==> config.mk <==
export PLATFORM = sky130hd
export DESIGN_NAME = rk4smd_mul
export DESIGN_NICKNAME = d
export VERILOG_FILES = /design/src/sv/rk4smd_pkg.sv /design/src/sv/rk4smd_mul.sv
export SDC_FILE = /design/constraint.sdc
export NUM_CORES = 2
export LEC_CHECK = 0
export BUFFER_PORTS_ARGS = -buffer_cell sky130_fd_sc_hd__buf_2
export CAP_MARGIN = 20
export CORE_MARGIN = 2
export CORE_UTILIZATION = 60
export CTS_CLUSTER_SIZE = 28
export DETAILED_ROUTE_END_ITERATION = 6
export PLACE_DENSITY = 0.77
export SLEW_MARGIN = 20
export SYNTH_ARGS = -nofsm -noshare
export SYNTH_HDL_FRONTEND = slang
export SYNTH_SLANG_ARGS = --single-unit
==> constraint.sdc <==
create_clock -name clk -period 10.4 [get_ports clk]
set_input_delay 2.08 -clock clk [delete_from_list [all_inputs] [get_ports clk]]
set_output_delay 2.08 -clock clk [all_outputs]
set_load 0.05 [all_outputs]
==> src/sv/rk4smd_pkg.sv <==
// Package with the widths, register indexes and the saturation helper function of the spring-mass-damper step.
`timescale 1ns / 1ps
package rk4smd_pkg;
	localparam int DT_SHIFT  = 10;
	localparam int FRAC_BITS = 16;
	localparam int REG_W     = 31;
	localparam int VAL_W     = 32;
	localparam int ACC_W     = 40;
	localparam int PROD_W    = 64;

	typedef logic signed [VAL_W-1:0] val_t;
	typedef logic signed [ACC_W-1:0] acc_t;

	typedef enum logic [2:0] {
		REG_INV_MASS    = 3'd0,
		REG_INV_INERTIA = 3'd1,
		REG_STIFF_X     = 3'd2,
		REG_STIFF_Y     = 3'd3,
		REG_STIFF_ROT   = 3'd4,
		REG_DAMP_X      = 3'd5,
		REG_DAMP_Y      = 3'd6,
		REG_DAMP_ROT    = 3'd7
	} reg_idx_t;

	typedef enum logic [1:0] {
		ACT_FULL = 2'd0,
		ACT_KIN  = 2'd1,
		ACT_VEL  = 2'd2,
		ACT_NONE = 2'd3
	} action_t;

	// Saturate a wide signed value to 32 bits.
	function automatic val_t sat_acc(input acc_t v);
		if (v > acc_t'(32'sh7fffffff)) begin
			sat_acc = 32'sh7fffffff;
		end else if (v < -acc_t'(33'sh080000000)) begin
			sat_acc = 32'sh80000000;
		end else begin
			sat_acc = v[VAL_W-1:0];
		end
	endfunction
endpackage

==> src/sv/rk4smd_mul.sv <==
// Registered signed 32 by 33 multiplier with Q-format truncation and saturation.
`timescale 1ns / 1ps
module rk4smd_mul
	import rk4smd_pkg::*;
(
	input  logic clk,
	input  val_t a,
	input  logic signed [VAL_W:0] b,
	output val_t p
);
	logic signed [PROD_W:0] prod_q;

	// Product registered; shift and saturate on the way out.
	always_ff @(posedge clk) begin
		prod_q <= (PROD_W+1)'(a) * (PROD_W+1)'(b);
	end

	logic signed [PROD_W:0] shr;
	always_comb begin
		shr = prod_q >>> FRAC_BITS;
		if (shr > (PROD_W+1)'(32'sh7fffffff)) begin
			p = 32'sh7fffffff;
		end else if (shr < -(PROD_W+1)'(33'sh080000000)) begin
			p = 32'sh80000000;
		end else begin
			p = shr[VAL_W-1:0];
		end
	end
endmodule
* Word level (Yosys, flattened, before mapping) *
Cells that the tools add are included.

word-level totals
  latch bits = 0
  output and inout port bits = 32
  word-level logic and storage cells = 6
  input port bits = 66
  memories = 0
  memory bits (writable) = 0
  flip-flop bits (word level) = 65
  ROM bits = 0

operators by class
  multipliers = 1
  equal/unequal tests = 0
  magnitude comparators = 2
  div/mod/pow operators = 0
  multiplexer cells = 2
  $add $sub $neg = 0
  shifts and indexed selects = 0
  reductions and logical operators = 0
  bitwise operators = 0

operator list
  kind                                                                    count
  32-bit by 33-bit multiplier with 65-bit output                          1
  32-bit 2-to-1 mux                                                       2
  49-bit by 32-bit > comparator with 1-bit output, second input constant  1
  49-bit by 32-bit < comparator with 1-bit output, second input constant  1

* Depth between registers and ports, before layout *
  depth in word-level cells = 3
  depth in mapped cells = 27
  mapped depth without buffers = 26

* Least setup slack after synthesis *
OpenSTA, ideal clock, no wires.

  path type = input-to-reg
  start point = input a[2]
  end point = register prod_q[62]
  library setup time = 0.127 ns
  buffers on the path = 2
  slack = 0.743 ns
  arrival = 9.530 ns
  stages on the path = 25
  required time = 10.273 ns
  path through = clkbuf_1 > nand2_1 > inv_1 > fa_1 > fa_1 > fa_1 > inv_1 > fa_1 > inv_1 > fa_1 > fa_1 > inv_1 > fa_1 > inv_1 > fa_1 > ha_1 > clkbuf_1 > a21o_1 > a21o_1 > a21o_1 > a31o_2 > a221o_1 > a211oi_1 > o21ai_0 > xor2_1

on the way
  longest elaborated chain between the ends = 1

RTL lines
  item                                            line              RTL
  start, declared                                 rk4smd_mul.sv:7   input val_t a,
  32-bit by 33-bit multiplier with 65-bit output  rk4smd_mul.sv:15  prod_q <= (PROD_W+1)'(a) * (PROD_W+1)'(b);
  end signal, assigned                            rk4smd_mul.sv:15
  end, declared                                   rk4smd_mul.sv:11  logic signed [PROD_W:0] prod_q;

No other way between the ends.

* Worst setup path after layout *
  start point = input a[5]
  end point = register prod_q[62]

Same word-level chain as after synthesis.

==> flow_metrics.env <==
export IMPL_outcome="completed"
export IMPL_arrival_ps=9940
export IMPL_max_slew_margin_pct=43.5
export IMPL_cp_startpoint="a[5]"
export IMPL_drt_iter0_markers=1962
export IMPL_synth_seq_cells=49
export IMPL_vias=27304
export IMPL_hold_path_class="input pin to flop"
export IMPL_hold_viol=0
export IMPL_synth_distinct_cells=61
export IMPL_areaGrowthSynthToFinish_pct=3.62
export IMPL_yosysWarnings=0
export IMPL_die_w_um=257
export IMPL_largest_reg_flops=49
export IMPL_num_fill_cells=5294
export IMPL_yosysSeqAreaShare_pct=2.56
export IMPL_cp_required_ps=10570
export IMPL_largest_register="prod_q"
export IMPL_rows=92
export IMPL_dr_pass1_iters=6
export IMPL_antenna_found_initial=4
export IMPL_cts_buffers=5
export IMPL_timing_fmax_mhz=102
export IMPL_fin_crit_sh_pct=93.9
export IMPL_syn_area_um2=38300
export IMPL_reg_top3="prod_q (49)"
export IMPL_endpoint_kind="flop"
export IMPL_synth_main_ff_cell="dfxtp_1"
export IMPL_gp_congestion=0.927
export IMPL_core_area_um2=63100
export IMPL_syn_area_per_cell_um2=9.31
export IMPL_drv_cap=0
export IMPL_finalSetupViolCount=0
export IMPL_nets=5422
export IMPL_critical_path_class="input pin to flop"
export IMPL_dieArea_um2=65800
export IMPL_yosys_area_top_type_share_pct=58.1
export IMPL_holdPathEnd="prod_q[17]$_DFF_P_"
export IMPL_clockRootBuffer="clkbuf_16"
export IMPL_hold_buffers=0
export IMPL_htree_levels=2
export IMPL_setup_tns_ps=0
export IMPL_holdPathStages=6
export IMPL_clk_path_buf_depth=2
export IMPL_clock_sinks=49
export IMPL_drc=0
export IMPL_tightest_slew_ps=847
export IMPL_io_buffer_count=97
export IMPL_rsz0062_at_grt="false"
export IMPL_cts_setup_buffers=0
export IMPL_yosysTopAreaCell="fa_1"
export IMPL_synth_area_leaders="fa_1, inv_1, and2_1"
export IMPL_synthArstFlopShare_pct=0
export IMPL_min_from="a[0]"
export IMPL_clk_pin_slew_worst_paths_ps=70
export IMPL_cts_tree="yes"
export IMPL_synth_cells=4111
export IMPL_synth_edf_count=0
export IMPL_grt_pass1_wl_um=161000
export IMPL_ant_nets=0
export IMPL_vias_per_cell=5.56
export IMPL_initial_core_util_pct=60.7
export IMPL_slew_viol_final=0
export IMPL_die_h_um=257
export IMPL_grt_usage_pct=31.2
export IMPL_drt_wl_total_um=96100
export IMPL_grt_max_degree=34
export IMPL_cts_resized=0
export IMPL_start_kind="input pin"
export IMPL_timing_final_crit_period_ps=9760
export IMPL_syn_num_nets=5470
export IMPL_cp_max_fo=33
export IMPL_io_pins=98
export IMPL_grt_pass1_vias=30019
export IMPL_drive_gt1_share_pct=4.63
export IMPL_hpwl_um=83300
export IMPL_grt_ovfl_total=0
export IMPL_wire_per_inst_um=19.6
==> metrics by stage <==
| step | hold WS (ps) | util (%) | std cells | instance area (um^2) | setup slack [ps] |
|---|---|---|---|---|---|
| 6_report | 2950 | 62.9 | 4911 | 39600 | 636 |
| 3_5_place_dp | 2660 | 62.6 | 4902 | 39500 | 407 |
| 4_1_cts | 2920 | 62.8 | 4910 | 39600 | 686 |
| 3_3_place_gp | 2670 | 62.6 | 4902 | 39500 | 452 |
| 5_1_grt | 3000 | 62.9 | 4911 | 39600 | 206 |
| 2_1_floorplan | 2590 | - | 4111 | 38300 | 743 |
==> cells in the mapped netlist, types with 8 or more instances <==
library cell	instances
nor2_1	115
nand2b_1	12
a21o_1	38
ha_1	182
clkbuf_1	212
and2_1	492
fa_1	1111
o21ai_0	23
nand2_1	572
inv_1	1035
nor4_1	8
dfxtp_1	49
nand3_1	8
a21oi_1	57
nand4_1	20
o21bai_1	10
xnor2_1	42
nor3_1	10
xor2_1	17
==> cell type report <==
type                            count  area (um^2)  area share, %
Antenna cell                        1         2.50        0.00631
Clock buffer                        5          125          0.316
Clock inverter                      3         47.5          0.120
Inverter                         1036         3890           9.81
Multi-Input combinational cell   2811        32600           82.2
Sequential cell                    49          981           2.47
Tap cell                          846         1060           2.67
Timing Repair Buffer              160          958           2.42
==> layer usage <==
layer,global-route usage [%],wire length [um],share of wire [%]
met3,4.47,7520,7.8
met4,7.85,2860,3.0
met2,52.7,48000,50
met1,42.8,37700,39
met5,0,57,0.059
==> worst max-delay path by stage <==
stage,endpoint,slack [ps],depth (start not counted)
6_report,prod_q[62]$_DFF_P_,640,26
5_1_grt,prod_q[62]$_DFF_P_,210,26
4_1_cts,prod_q[62]$_DFF_P_,690,26
3_5_place_dp,prod_q[62]$_DFF_P_,410,26
3_3_place_gp,prod_q[62]$_DFF_P_,450,25
2_1_floorplan,prod_q[62]$_DFF_P_,740,25
==> cells in the final DEF (no fill, tap or decap), drive strengths merged, types with 2 or more instances in the layout <==
| cell type | n |
|---|---|
| o21ai | 26 |
| and3 | 9 |
| o211ai | 7 |
| nor2b | 3 |
| a2111oi | 3 |
| a31oi | 6 |
| xnor2 | 42 |
| a211oi | 6 |
| o21bai | 10 |
| a41oi | 3 |
| a21oi | 57 |
| o311a | 2 |
| a21boi | 5 |
| clkbuf | 5 |
| a221oi | 4 |
| o21a | 3 |
| nand3 | 8 |
| ha | 182 |
| nor4 | 8 |
| xor2 | 17 |
| dfxtp | 49 |
| a211o | 2 |
| and2 | 492 |
| or2 | 4 |
| fa | 1111 |
| nand2 | 572 |
| a22oi | 2 |
| buf | 160 |
| nor2 | 115 |
| a21o | 39 |
| o31ai | 5 |
| nor3 | 10 |
| a221o | 5 |
| nand2b | 12 |
| o311ai | 2 |
| nand4 | 20 |
| inv | 1038 |
| a311oi | 3 |
| or3 | 6 |
==> worst max-delay path, stage by stage <==
cell	delay, ps
buf_2	570
nand2_1	250
inv_1	150
fa_1	390
inv_1	100
fa_1	410
inv_1	230
fa_1	510
inv_1	90
fa_1	530
inv_1	360
fa_1	520
fa_1	550
inv_1	50
fa_1	470
inv_1	50
fa_1	440
ha_1	390
a21o_1	190
a21o_1	160
a21o_1	180
a31o_2	220
a221o_1	350
a211oi_1	310
o21ai_0	170
xor2_1	160
==> cells by family (layout without fill, tap and decap cells) <==
| group | after synthesis | in the layout | share of synthesized area, % |
|---|---|---|---|
| compound gates | 196 | 196 | 3.57 |
| xor+xnor | 59 | 59 | 1.35 |
| fa+ha+maj | 1293 | 1293 | 64.1 |
| buf+inv | 1251 | 1204 | 12.3 |
| flops | 49 | 49 | 2.56 |
| mux | 1 | 1 | 0.0294 |
| other cells | 0 | 1 | 0 |
| simple gates | 1262 | 1262 | 16.1 |
Power is left out: the tool's default activity adds up to more than one toggle a clock period on the data nets, which glitch-free logic cannot reach.
